[config.mk]
export PLATFORM = sky130hd
export DESIGN_NAME = ffh_front
export DESIGN_NICKNAME = d
export VERILOG_FILES = /design/src/hw/rtl/ffh_pkg.sv /design/src/hw/rtl/ffh_front.sv
export SDC_FILE = /design/constraint.sdc
export NUM_CORES = 1
export LEC_CHECK = 0
export ABC_AREA = 1
export BUFFER_PORTS_ARGS = -buffer_cell sky130_fd_sc_hd__buf_2
export CORE_MARGIN = 3
export CORE_UTILIZATION = 56
export CTS_BUF_LIST = sky130_fd_sc_hd__clkbuf_4 sky130_fd_sc_hd__clkbuf_8 sky130_fd_sc_hd__clkbuf_16
export DETAILED_ROUTE_END_ITERATION = 12
export PLACE_DENSITY = 0.86
export SLEW_MARGIN = 5
export SYNTH_ARGS = -nofsm -noshare
export SYNTH_HDL_FRONTEND = slang
export SYNTH_SLANG_ARGS = --single-unit
export TNS_END_PERCENT = 50
[constraint.sdc]
create_clock -name clk_i -period 5.4 [get_ports clk_i]
set_input_delay 0.27 -clock clk_i [delete_from_list [all_inputs] [get_ports clk_i]]
set_output_delay 0.27 -clock clk_i [all_outputs]
set_load 0.05 [all_outputs]
[src/hw/rtl/ffh_pkg.sv]
// Shared types and constants of the filtered feature histogram.
package ffh_pkg;

  typedef enum logic [2:0] {
    OP_LOAD_EXCL = 3'd0,
    OP_HEADER    = 3'd1,
    OP_FEATURE   = 3'd2,
    OP_READ_CNT  = 3'd3,
    OP_READ_DOCS = 3'd4,
    OP_CLEAR     = 3'd5,
    OP_NONE6     = 3'd6,
    OP_NONE7     = 3'd7
  } op_e;

  typedef enum logic [1:0] {
    ST_OK        = 2'd0,
    ST_TABLE_FULL = 2'd1,
    ST_RANGE     = 2'd2,
    ST_RSVD      = 2'd3
  } status_e;

  localparam int unsigned CfgIdxW = 2;
  localparam int unsigned CfgDataW = 32;
  localparam logic [CfgIdxW-1:0] CFG_MIN_DATE = 2'd0;
  localparam logic [CfgIdxW-1:0] CFG_MAX_DATE = 2'd1;
  localparam logic [CfgIdxW-1:0] CFG_FEAT_USE = 2'd2;

  typedef struct packed {
    logic [2:0]  op;
    logic [31:0] record_id;
    logic [31:0] record_date;
    logic [15:0] feature_index;
  } in_item_t;

  typedef struct packed {
    logic [31:0] read_value;
    logic [1:0]  status;
    logic        accepted;
  } out_item_t;

  // Classified command handed from the front to the back.
  typedef struct packed {
    op_e         op;
    logic [31:0] record_id;
    logic        date_ok;
    logic        index_ok;
    logic [15:0] feature_index;
  } cmd_t;

endpackage

[src/hw/rtl/ffh_front.sv]
// Front part: accepts items, checks date window and feature index range.
module ffh_front (
  input  logic                   clk_i,
  input  logic                   rst_ni,
  input  logic                   cfg_we_i,
  input  logic [ffh_pkg::CfgIdxW-1:0]  cfg_idx_i,
  input  logic [ffh_pkg::CfgDataW-1:0] cfg_data_i,
  input  logic                   in_valid_i,
  output logic                   in_stall_o,
  input  ffh_pkg::in_item_t      in_data_i,
  output logic                   cmd_valid_o,
  input  logic                   cmd_stall_i,
  output ffh_pkg::cmd_t          cmd_o,
  input  logic [31:0]            num_features_i
);
  import ffh_pkg::*;

  logic [31:0] min_date_q, max_date_q;
  logic [12:0] feat_use_q;
  logic        valid_q;
  cmd_t        cmd_q;
  cmd_t        cmd_d;
  logic        take;

  // Configuration registers.
  always_ff @(posedge clk_i or negedge rst_ni) begin
    if (!rst_ni) begin
      min_date_q <= '0;
      max_date_q <= '1;
      feat_use_q <= 13'd4096;
    end else if (cfg_we_i) begin
      unique case (cfg_idx_i)
        CFG_MIN_DATE: min_date_q <= cfg_data_i;
        CFG_MAX_DATE: max_date_q <= cfg_data_i;
        CFG_FEAT_USE: feat_use_q <= cfg_data_i[12:0];
        default: ;
      endcase
    end
  end

  // Classification of the incoming beat.
  always_comb begin
    cmd_d.op = op_e'(in_data_i.op);
    cmd_d.record_id = in_data_i.record_id;
    cmd_d.date_ok = (in_data_i.record_date >= min_date_q) &&
                    (in_data_i.record_date <= max_date_q);
    cmd_d.index_ok = ({16'd0, in_data_i.feature_index} < {19'd0, feat_use_q}) &&
                     ({16'd0, in_data_i.feature_index} < num_features_i);
    cmd_d.feature_index = in_data_i.feature_index;
  end

  assign in_stall_o = valid_q && cmd_stall_i;
  assign take = in_valid_i && !in_stall_o;

  // Output stage of the front part.
  always_ff @(posedge clk_i or negedge rst_ni) begin
    if (!rst_ni) begin
      valid_q <= 1'b0;
    end else if (!in_stall_o) begin
      valid_q <= in_valid_i;
    end
  end

  always_ff @(posedge clk_i) begin
    if (take) cmd_q <= cmd_d;
  end

  assign cmd_valid_o = valid_q;
  assign cmd_o = cmd_q;
endmodule

Word-level counts from Yosys, hierarchy flattened
Cells that the tools add are included.
{"block": "word_totals", "word_cells": 24, "out_inout_bits": 55, "reg_bits": 131, "inputBits": 154}
{"block": "classes", "order_cmp": 4, "eq_ne": 2, "n_reduce_logical": 9}
{"op": "$ge A32 B32 Y1", "n": 1}
{"op": "$le A32 B32 Y1", "n": 1}
{"op": "$lt A16 B32 Y1", "n": 1}
{"op": "$lt A16 B13 Y1", "n": 1}
{"op": "$reduce_and A2 Y1", "n": 3}
{"op": "$logic_and A1 B1 Y1", "n": 4}
{"op": "$eq A2 B1 Y1 const B", "n": 1}
{"op": "$eq A2 B2 Y1 const B", "n": 1}
{"op": "$logic_not A2 Y1", "n": 1}
{"op": "$logic_not A1 Y1", "n": 1}

Depth between registers and ports, before layout
{"block": "logic_depth", "ltp_word": 3, "mapped_depth": 16, "ltp_nobuf": 16}

Worst setup path after synthesis
No wires, ideal clock.
{"block": "synth_path", "kind": "flip-flop to flip-flop", "start": "register valid_q, in the netlist cmd_valid_o", "end": "register cmd_q, in the netlist cmd_o[0], enable pin", "period_less_slack_ps": 3692, "path_slack_ps": 1708, "required_ps": 4936, "t_arrival_ps": 3228, "stages_incl_launch_ff": 4, "setup_ps": 464, "path_buffers": 0, "path_cell_list": "dfrtp_1 > nand2_1 > inv_1 > nor2_1"}
{"block": "synth_via", "elab_chain_cells": 3}
{"item": "start: declaration", "line": "ffh_front.sv:20", "source": "logic valid_q;"}
{"item": "start signal: assignment", "line": "ffh_front.sv:60", "source": "valid_q <= in_valid_i;"}
{"item": "$logic_and A1 B1 Y1", "line": "ffh_front.sv:52", "source": "assign in_stall_o = valid_q && cmd_stall_i;"}
{"item": "named net in_stall_o", "line": "ffh_front.sv:9", "source": "output logic in_stall_o,"}
{"item": "$logic_not A1 Y1"}
{"item": "$logic_and A1 B1 Y1", "line": "ffh_front.sv:53", "source": "assign take = in_valid_i && !in_stall_o;"}
{"item": "named net take", "line": "ffh_front.sv:23", "source": "logic take;"}
{"item": "end signal: assignment", "line": "ffh_front.sv:65", "source": "if (take) cmd_q <= cmd_d;"}
{"item": "end: declaration", "line": "ffh_front.sv:21", "source": "cmd_t cmd_q;"}
The timed path passes the listed nets, and every way through them passes these cells.
A chain may end at the register's enable or synchronous reset.

==> metrics.txt <==
status=complete, but fails checks; failing checks=hold timing; Rel. slew slack=35.93%; VDD IR-drop max=around 0.00031 V; Final period util=34.37%; H-tree levels=4; required time worst endpoint=5590 ps; initial antenna violation count=2; Maximum Capacitance Violations=0; initial drt markers=277; FF-to-FF Start=max_date_q[7]; Max Slew Vio Count=0; vias=5580; Initial Util=57.49%; Multi-input gate area=0.002738 sq mm; final setup fails=0; register area share after synthesis=51.70%; final design utilization=72.81%; Antenna Nets Post-Route=0; HPWL after DPL=12400 um; die area=roughly 0.014 sq mm; synth unique cells=24; Post-Synthesis Cells=740; Worst EP arrival=2040 ps; Tmin final=1856 ps; Clock Skew=4.433 ps; I/O pin count=209; Crit Reg-Reg Endpoint=cmd_o[17]; type of destination of the critical path=flip-flop; # Post-CTS Setup Buffers=0; Synth area leaders=edfxtp_1 23%, ha_1 16%, dfrtp_1 16%, dfstp_2 13%, nand2_1 9.1%; Reg2Reg Setup Slack=between 3000 and 4000 ps; TritonCTS Buffers=17; # rows=40; NumNets Final=roughly 1.2k; startpoint types=flip-flop; number of global-route vias before repair=around 5.5k; ys async rst share=between 50% and 60%; gp weighted congestion=0.7959; placed inst area=0.008154 sq mm; CP Class=reg2reg; first-pass iteration count of the detailed router=5; count leader, synth=nand2_1; Fin. Hold Viols=8; clk slew on worst S/H paths=60 ps; ratio of cells with drive above 1 in the final layout=about 29%; leakage=around 4.6 nW; final-layout fill cell count=910; Synth top cells by count=168 x nand2_1, 148 x inv_1, 91 x ha_1, 85 x o21ai_0, 53 x edfxtp_1; register area=roughly 0.0036 sq mm; PortBufs=208; DRC violations left=0; Die Y=between 100 and 150 um; Net Count, Synth=about 990; HP Class=in2async; CTS max path bufs=2; total congestion overflow=0; Root Buffer Master=clkbuf_16; DIE WIDTH=117.3 um; dpl cells=1105; RSZ-0062 raised after global routing=false; yosys warns=0; Finished Cell Area=0.008782 sq mm; Via density=4.903; drt total wl=16120 um; Layout area overhead=26.65%; Tot GR Track Use=between 20% and 30%; hold buffer count at CTS=0; worst hold slack=-17.12 ps; FMAX=538.7 MHz; Power Density=about 350 mW/mm^2; share of the synthesized area in the top cell type=22.95%; CTS tree=built; syn avg cell area=between 9 and 10 sq um; first-pass GRT wire length=approximately 25000 um; synthesized flop and latch total=131; Worst-Skew Late Latency=420 ps; DR WL/cell=14.17 um; R2R depth=13; Worst-Margin Slew=~960 ps; fin cells=1138; CTS Sinks=131; Primary FF master, synth=edfxtp_1; core area=0.01206 sq mm; Fin Setup TNS=0 ps; largest net degree at the start of global routing=slightly below 80; post_cts resized=0; Post-synth EDFFs=53; Cell Area, Synth=0.006934 sq mm; area leader, netlist=edfxtp_1; CP Max Fanout=2
metrics by stage:
step                      power (mW)  worst slack [ps]
after floorplan                1.664              1708
after global placement         1.826              3664
after detailed placement       1.863              3602
after CTS                      3.083              3561
after global routing           3.237              3443
final                          3.057              3544
layout make-up:
cell class                 count  area share, %
antenna                        1        0.02849
clock buffer                  19          5.015
clock inverter                13          2.109
inverter                     148          6.326
multi-input combinational    447          31.17
sequential                   131          40.82
tap                          168          2.394
timing repair buffer         211          12.14
worst max-delay path: stages (launching register included):
cell and delay, ps:
dfstp_2 540, inv_1 40, ha_1 280, nand2_1 80
nor2_1 180, nand2_1 70, nand2_1 70, nand2_1 50
nand2_1 70, nand2_1 50, nand2_1 50, nand2_1 40
nand2_1 50, inv_1 40
sequential cells by signal (all words and copies together), names as in the netlist:
signal / count
feat_use_q: 13
max_date_q: 32
cmd_valid_o: 1
min_date_q: 32
cmd_o: 53
power breakdown:
part	leakage, nW	total, mW	internal [mW]	switching (mW)
clock	0.304	1.21	0.782	0.429
sequential	1.41	1.24	1.19	0.0547
combinational	2.86	0.604	0.230	0.374
total	4.58	3.06	2.20	0.857
cell usage in the layout (no fill, tap or decap):
master,count
clkinv_2,3
inv_6,1
nor4_1,4
nor2_1,26
clkinvlp_4,2
ha_1,91
nand2_1,168
o21a_1,4
clkbuf_16,17
o21ai_0,85
bufinv_16,4
dfrtp_1,45
a31oi_1,1
buf_2,207
nand3b_1,1
o21bai_1,1
a211oi_1,1
nor3_1,2
nand3_2,3
nand3_1,11
a21o_1,3
dfstp_2,33
or2_2,1
nand4_1,5
buf_4,4
clkbuf_4,2
nor2_4,1
edfxtp_1,53
a21oi_1,39
clkinv_4,3
inv_1,148
diode_2,1
cells by family after synthesis:
group                      share of synthesized area [%]
AOI/OAI and AO/OA                                  10.01
buffers and inverters                              8.932
adders and majority gates                          16.42
and+or+nand+nor                                    12.94
DFF                                                51.70
routing by layer:
layer	share of wire (%)	track usage [%]	wire (um)	vias to the layer above
met5	0.13	0	21	-
met4	2.8	10.02	444	4
met3	7.8	7.815	1265	42
met2	50	42.27	8109	186
met1	39	26.78	6283	2511
li1	-	-	-	2837
worst max path at each step:
stage / from / endpoint / slack (ps) / depth (start not counted)
after global routing: max_date_q[31] / cmd_o[17] / 3440 / 11
after global placement: max_date_q[31] / cmd_o[17] / 3660 / 11
after floorplan: cmd_valid_o / cmd_o[0] / 1710 / 3
final: max_date_q[7] / cmd_o[17] / 3540 / 13
after CTS: max_date_q[7] / cmd_o[17] / 3560 / 13
after detailed placement: max_date_q[15] / cmd_o[17] / 3600 / 13
Note: power is estimated with default switching activity, not from simulation.
