===== src/hw/rtl/ffh_pkg.sv =====
// Shared types and constants of the filtered feature histogram.
package ffh_pkg;

  typedef enum logic [2:0] {
    OP_LOAD_EXCL = 3'd0,
    OP_HEADER    = 3'd1,
    OP_FEATURE   = 3'd2,
    OP_READ_CNT  = 3'd3,
    OP_READ_DOCS = 3'd4,
    OP_CLEAR     = 3'd5,
    OP_NONE6     = 3'd6,
    OP_NONE7     = 3'd7
  } op_e;

  typedef enum logic [1:0] {
    ST_OK        = 2'd0,
    ST_TABLE_FULL = 2'd1,
    ST_RANGE     = 2'd2,
    ST_RSVD      = 2'd3
  } status_e;

  localparam int unsigned CfgIdxW = 2;
  localparam int unsigned CfgDataW = 32;
  localparam logic [CfgIdxW-1:0] CFG_MIN_DATE = 2'd0;
  localparam logic [CfgIdxW-1:0] CFG_MAX_DATE = 2'd1;
  localparam logic [CfgIdxW-1:0] CFG_FEAT_USE = 2'd2;

  typedef struct packed {
    logic [2:0]  op;
    logic [31:0] record_id;
    logic [31:0] record_date;
    logic [15:0] feature_index;
  } in_item_t;

  typedef struct packed {
    logic [31:0] read_value;
    logic [1:0]  status;
    logic        accepted;
  } out_item_t;

  // Classified command handed from the front to the back.
  typedef struct packed {
    op_e         op;
    logic [31:0] record_id;
    logic        date_ok;
    logic        index_ok;
    logic [15:0] feature_index;
  } cmd_t;

endpackage


===== src/hw/rtl/ffh_queue.sv =====
// Two-entry queue between the front and the back part.
module ffh_queue (
  input  logic           clk_i,
  input  logic           rst_ni,
  input  logic           wr_valid_i,
  output logic           wr_stall_o,
  input  ffh_pkg::cmd_t  wr_data_i,
  output logic           rd_valid_o,
  input  logic           rd_stall_i,
  output ffh_pkg::cmd_t  rd_data_o
);
  import ffh_pkg::*;

  cmd_t       mem_q [2];
  logic       wp_q, rp_q;
  logic [1:0] cnt_q;
  logic       push, pop;

  assign wr_stall_o = (cnt_q == 2'd2);
  assign rd_valid_o = (cnt_q != 2'd0);
  assign push = wr_valid_i && !wr_stall_o;
  assign pop = rd_valid_o && !rd_stall_i;
  assign rd_data_o = mem_q[rp_q];

  // Pointers and fill level.
  always_ff @(posedge clk_i or negedge rst_ni) begin
    if (!rst_ni) begin
      wp_q <= 1'b0;
      rp_q <= 1'b0;
      cnt_q <= '0;
    end else begin
      if (push) wp_q <= ~wp_q;
      if (pop) rp_q <= ~rp_q;
      cnt_q <= cnt_q + {1'b0, push} - {1'b0, pop};
    end
  end

  always_ff @(posedge clk_i) begin
    if (push) mem_q[wp_q] <= wr_data_i;
  end
endmodule


===== config.mk =====
export PLATFORM = sky130hd
export DESIGN_NAME = ffh_queue
export DESIGN_NICKNAME = d
export VERILOG_FILES = /design/src/hw/rtl/ffh_pkg.sv /design/src/hw/rtl/ffh_queue.sv
export SDC_FILE = /design/constraint.sdc
export NUM_CORES = 1
export LEC_CHECK = 0
export BUFFER_PORTS_ARGS = -buffer_cell sky130_fd_sc_hd__buf_2
export CAP_MARGIN = 20
export CORE_MARGIN = 5
export CORE_UTILIZATION = 45
export CTS_BUF_LIST = sky130_fd_sc_hd__clkbuf_4
export DETAILED_ROUTE_END_ITERATION = 16
export GPL_TIMING_DRIVEN = 0
export PLACE_DENSITY_LB_ADDON = 0.2
export RECOVER_POWER = 25
export SYNTH_ARGS = -nofsm -noshare
export SYNTH_HDL_FRONTEND = slang
export SYNTH_SLANG_ARGS = --single-unit

===== constraint.sdc =====
create_clock -name clk_i -period 3.31 [get_ports clk_i]
set_input_delay 0.662 -clock clk_i [delete_from_list [all_inputs] [get_ports clk_i]]
set_output_delay 0.662 -clock clk_i [all_outputs]
set_load 0.01 [all_outputs]

[After elaboration in Yosys (flattened, before gate mapping)]
Memory sizes are Yosys's and may differ from the RTL's.
Cells that the tools add are included.
Word-level totals
  memories: 1
  bits of input ports: 57
  bits in read-only memories: 0
  logic and storage cells: 16
  output and inout bits: 55
  latch bits: 0
  register bits: 4
  memory bits (writable): 106
Memories
  mem_q: depth 2, bits a word 53, rd ports 1, clocked after memory_dff 0, write ports 1, line ffh_queue.sv:14  | cmd_t mem_q [2];
Operators by class
  multiplexer cells: 2
  shift operators: 0
  reduce and logical (&&, ||, !) cells: 5
  div/mod/pow operators: 0
  $lt $le $gt $ge: 0
  bitwise gates (word level): 2
  multipliers: 0
  equal/unequal tests: 1
  add/sub/neg operators: 2
Operator list (number)
  $add A2 B1 Y2: 1
  $eq A2 B2 Y1 const B: 1
  $logic_and A1 B1 Y1: 2
  $logic_not A1 Y1: 2
  $mux W1: 2
  $not A1 Y1: 2
  $reduce_bool A2 Y1: 1
  $sub A2 B1 Y2: 1

[Longest topological paths before layout]
Gate-level depths: netlist of run 1.
  word-level depth: 5
  mapped depth: 7
  gate-level depth less buffers: 7

[Worst setup path after synthesis of run 1]
Ideal clock, no wire load.
  path type: input to register
  start: input port wr_valid_i
  end: memory mem_q[0][0] (netlist bit), enable pin
  cell stages on the path: 2
  library setup time: 0.464 ns
  path slack: -0.131 ns
  arrival time: 2.977 ns
  data required time: 2.846 ns
  buffers on the path: 0
  cells stage by stage: nand2_1 > nor2_1
Between the ends
  cells in the longest elaborated chain, start to end: 3
Ends and longest elaborated chain
  start: declaration: line ffh_queue.sv:5  | input logic wr_valid_i,
  $logic_and A1 B1 Y1: line ffh_queue.sv:21  | assign push = wr_valid_i && !wr_stall_o;
  $mux W1: line ffh_queue.sv:39  | if (push) mem_q[wp_q] <= wr_data_i;
  $mux W1 (implied by the code): line ffh_queue.sv:39
  end: declaration: line ffh_queue.sv:14
No other way between the ends.

==> flow_summary.ini, run 1 <==
[outcome]
status = finished clean

[critical_path]
critPathArrivalTime_ns = 1.61
critPathLaunch = rp_q
slowest_delay_ns = 0.38
worst_setup_path_start_kind = register
r2r_cells = 4
endpoint = rd_data_o[37]
worstPathMaxFanout = 10
end_kind = output pin
setup.worst_path.class = reg -> out
r2r-end = mem_q[0][1]
cp_top_family = buffers and inverters
critical_path_depth = 4
r2r_start = cnt_q[0]
cp_cell_sequence = buf_6 > buf_12 > mux2_4 > buf_2
critPathRequiredTime_ns = 2.65
cp.buffers_inverters = 3
r2r_slack_ns = 1.31
crit_slowest_cell = dfrtp_1

[synth]
synth_top_area_frac = 0.7432
synth_cell_types = 16
synth_cells = 183
synth_top_area_cell = edfxtp_1
synth_area_leaders = edfxtp_1 (74%), mux2_4 (17%), buf_12 (2.3%), dfrtp_1 (2.3%), mux2_2 (1.1%)
syn_area_um2 = 4283
syn_nets = 242
syn_avg_cell_area_um2 = 23.40
ys_seq_area_frac = 0.7666
ys_ff_latch = 110
synth_warnings = 0

[cts]
clkLatencyLatePin_ns = 0.43
postCtsSetupBuffers = 0
cts.htree.levels = 3
path_clk_slew_ns = 0.17
cts_sinks = 110
cts_tree = yes
clock_path_buffers = 2
numCtsBuffers = 9
cts_root_buffer = clkbuf_4

[detailed_routing]
drc = 0
num_vias = 2044
wirelength_um = 7257
wl_per_cell_um = 16.42
antenna_left = 0
drtIter0Drc = 83
drt-vias-per-instance = 4.624
first_pass_iters = 4

[grt]
grt_pass1_wl_um = 11180
grt_max_degree = 28
antenna_found_initial = 0
grt_overflow_total = 0
grt_pass1_vias = 2223
grt_usage = 0.1272

[power]
ir_drop_v = 0.0006441
p_leak_nw = 2.057
power_w = 0.004332
p_per_area_nw_per_um2 = 836.4

[finish]
post-route-util = 0.5606
nets = 367
design_area_um2 = 5180
n_fill_cell = 738
final_cell_mix = edfxtp_1 (106), buf_2 (96), mux2_4 (49), clkbuf_1 (15), clkbuf_4 (9)
diodes = 0
synthToLayoutAreaGrowth_pct = 20.95
final_common_cell = edfxtp_1
drive_above_1_share = 0.5559

[timing]
timing.final.ws_setup_ns = 1.040
rsz0062_at_grt = no
slew-limit-headroom = 0.4157
period_needed_ns = 2.270
finalSetupViolCount = 0
fin_crit_sh = 0.6857
fin_skew_ns = 0.01517
timing_hold_violations_final = 0
slew_viol_final = 0
worstMarginPinSlew_ns = 0.8743
fmax_mhz = 440.6
hold_ws_ns = 0.4070

[floorplan]
core_area_um2 = 9240
io-pin-count = 112
die_y_um = 107.6
core.rowCount = 35
die-area_um2 = 11570
initial_core_util = 0.4635
die_w_um = 107.6

[placement]
io_buffers = 111
routabilityCongestion = 0.6683
postPlaceCellArea_um2 = 5049
post-dp-hpwl_um = 4936
pre_cts_ws_ns = 1.082

[run]
maxCapViolations = 0

[min_path]
hold_class = in -> reg
## worst min-delay path by stage
stage,from,to,slack [ns],cells after the start
global route,wr_data_i[23],mem_q[0][23],0.36,1
floorplan,rst_ni,cnt_q[0],0.37,0
CTS,wr_data_i[26],mem_q[1][26],0.36,1
finish,wr_data_i[33],mem_q[0][33],0.41,1
detailed placement,rst_ni,wp_q,0.48,1
global placement,rst_ni,wp_q,0.47,1
## layout make-up
type,instances,area (um^2),share of cell area
Tap cell,129,161.4,0.03116
Sequential cell,110,3283,0.6338
Buffer,6,111.4,0.02150
Multi-Input combinational cell,65,889.6,0.1717
Inverter,2,7.507,0.001449
Timing Repair Buffer,114,586.8,0.1133
Clock inverter,7,72.57,0.01401
Clock buffer,9,67.56,0.01304
## metrics by stage
stage,cells,TNS [ns]
final,442,0
after global routing,442,0
after CTS,442,0
after detailed placement,425,0
after global placement,423,-8.853
after floorplan,183,0
## cells in the mapped netlist
cell	n
and3_1	1
buf_12	5
buf_6	1
dfrtp_1	4
edfxtp_1	106
ha_1	2
inv_1	2
mux2_2	4
mux2_4	49
nand2_1	1
nand2b_1	1
nor2_1	1
nor2b_4	1
or2_1	1
xnor2_1	3
xor2_1	1
## kinds of logic (layout without fill, tap and decap cells)
logic type / Yosys count / count (layout) / share of synthesized area
XOR/XNOR: 4 / 4 / 0.008181
adder cells (fa/ha/maj): 2 / 2 / 0.005842
buffers and inverters: 8 / 138 / 0.02775
flip-flops: 110 / 110 / 0.7666
multiplexers: 53 / 53 / 0.1823
AND/OR/NAND/NOR: 6 / 6 / 0.009349
## layer usage
layer	global-route usage	share of wire
met2	0.2282	0.53
met1	0.1424	0.39
met3	0.03419	0.062
met5	0	0
met4	0.05140	0.013
## sequential cells by signal, summed over array words and instances, names as in the netlist
register,cells
rp_q,1
wp_q,1
mem_q,106
cnt_q,2
## power breakdown
part | total [W] | internal (W) | switching (W)
sequential | 0.00198 | 0.00190 | 0.0000814
clock | 0.000655 | 0.000233 | 0.000422
combinational | 0.00169 | 0.000900 | 0.000794
## what timing repair did
action,in CTS,in global routing
gates resized for setup,0,0
endpoints found under the hold margin,4,0
hold buffers,1,0
(Power assumes the default switching activity.)
==> run 2: changes to the inputs <==
- clock period: 3.31 -> 2.2 ns (I/O delays scaled with it)
==> flow_summary.ini, run 2 (same netlist as run 1, synthesis figures left out) <==
[cts]
clock_path_buffers = 2
postCtsSetupBuffers = 0
path_clk_slew_ns = 0.19
numCtsBuffers = 9
cts_tree = yes
post_cts_resized = 0
hold_buffers = 1
cts.htree.levels = 3
cts_root_buffer = clkbuf_4
cts_sinks = 110
clkLatencyLatePin_ns = 0.45

[detailed_routing]
antenna_left = 0
wirelength_um = 7171
wl_per_cell_um = 16.22
drc = 0
first_pass_iters = 4
drt-vias-per-instance = 4.581
drtIter0Drc = 75
num_vias = 2025

[timing]
worstMarginPinSlew_ns = 0.7635
slew_viol_final = 0
finalSetupViolCount = 0
slew-limit-headroom = 0.4898
fmax_mhz = 490.6
timing_hold_violations_final = 0
fin_skew_ns = 0.03284
timing.final.ws_setup_ns = 0.1619
fin_crit_sh = 0.9264
fin_tns_setup_ns = 0
period_needed_ns = 2.038
rsz0062_at_grt = no
hold_ws_ns = 0.1592

[placement]
dp_cells = 425
postPlaceCellArea_um2 = 5049
routabilityCongestion = 0.6774
pre_cts_ws_ns = 0.2517
io_buffers = 111
post-dp-hpwl_um = 5016

[critical_path]
worst_setup_path_start_kind = register
critPathArrivalTime_ns = 1.60
critPathRequiredTime_ns = 1.76
setup.worst_path.class = reg -> out
end_kind = output pin
worstPathMaxFanout = 10

[grt]
antenna_found_initial = 0
grt_pass1_vias = 2149
grt_pass1_wl_um = 10850
grt_overflow_total = 0
grt_usage = 0.1244
grt_max_degree = 30

[finish]
design_area_um2 = 5161
nets = 367
final_common_cell = edfxtp_1
synthToLayoutAreaGrowth_pct = 20.51
diodes = 0
largest_register_ffs = 106
reg_top3 = mem_q x106, cnt_q x2
final_cell_mix = edfxtp_1 (106), buf_2 (95), mux2_4 (49), clkbuf_1 (16), clkbuf_4 (9)
final_cells = 442
drive_above_1_share = 0.5591
largest_register = mem_q

[power]
ir_drop_v = 0.0007841
p_per_area_nw_per_um2 = 1248
p_clk_frac = 0.142
switching_share = 0.3071
p_leak_nw = 2.048
power_frac_comb = 0.395
pwr-share-seq = 0.463
internal_power_w = 0.004463
switchingPower_w = 0.001978

[floorplan]
die_w_um = 107.6
io-pin-count = 112
initial_core_util = 0.4635
core.rowCount = 35
die_y_um = 107.6
die-area_um2 = 11570
core_area_um2 = 9240

[run]
maxCapViolations = 0

[min_path]
hold_class = in -> reg

[outcome]
status = finished clean
## run 2: cell types whose count changed in the layout (fill, tap and decap cells not counted), sizes merged
cell	delta
inv	+3
clkinvlp	+1
bufinv	-1
buf	-1
clkbuf	+1
clkinv	-3
## run 2: power by group through the flow
stage / combinational [W] / sequential (W) / clock, W
final: 0.00254 / 0.00298 / 0.000915
after global routing: 0.00273 / 0.00303 / 0.00105
after CTS: 0.00261 / 0.00299 / 0.000957
after detailed placement: 0.00261 / 0.00304 / 0
after global placement: 0.00254 / 0.00303 / 0
after floorplan: 0.00180 / 0.00301 / 0
## run 2: cell type report
| type | count | area, um^2 |
|---|---|---|
| flip-flops and latches | 110 | 3283 |
| clock buffers | 9 | 67.56 |
| plain buffers | 6 | 111.4 |
| clock inverters | 7 | 55.05 |
| well taps | 129 | 161.4 |
| inverters | 2 | 7.507 |
| repair buffers | 114 | 585.6 |
| multi-input cells | 65 | 889.6 |
| fillers | 738 | 4079 |
## run 2: worst paths after layout
path	start	to	slack, ns	cells after the start
setup / recovery	rp_q	rd_data_o[46]	0.16	4
hold / removal	wr_data_i[27]	mem_q[0][27]	0.16	1
setup reg to reg	cnt_q[1]	mem_q[0][20]	0.28	4
hold reg to reg	cnt_q[0]	cnt_q[0]	0.54	1
max in group asynchronous	rst_ni	cnt_q[1]	1.73	2
min in group asynchronous	rst_ni	wp_q	0.33	2
## run 2: critical path, cell delays in order, from the launching register on
cell and delay, ns:
dfrtp_1 0.37, buf_6 0.19, buf_12 0.16, mux2_4 0.31
buf_2 0.14
## run 2: stage by stage
stage | util | total power (W)
after floorplan | - | 0.004813
after global placement | 0.5420 | 0.005573
after detailed placement | 0.5464 | 0.005648
after CTS | 0.5607 | 0.006559
after global routing | 0.5586 | 0.006813
final | 0.5586 | 0.006441
## run 2: layer usage
metal | share of wire | up-vias | wire length [um] | track usage
li1 | - | 964 | - | -
met1 | 0.40 | 983 | 2873 | 0.1519
met2 | 0.53 | 72 | 3771 | 0.2127
met3 | 0.064 | 6 | 461 | 0.04079
met4 | 0.0089 | 0 | 64 | 0.03246
met5 | 0 | - | 0 | 0
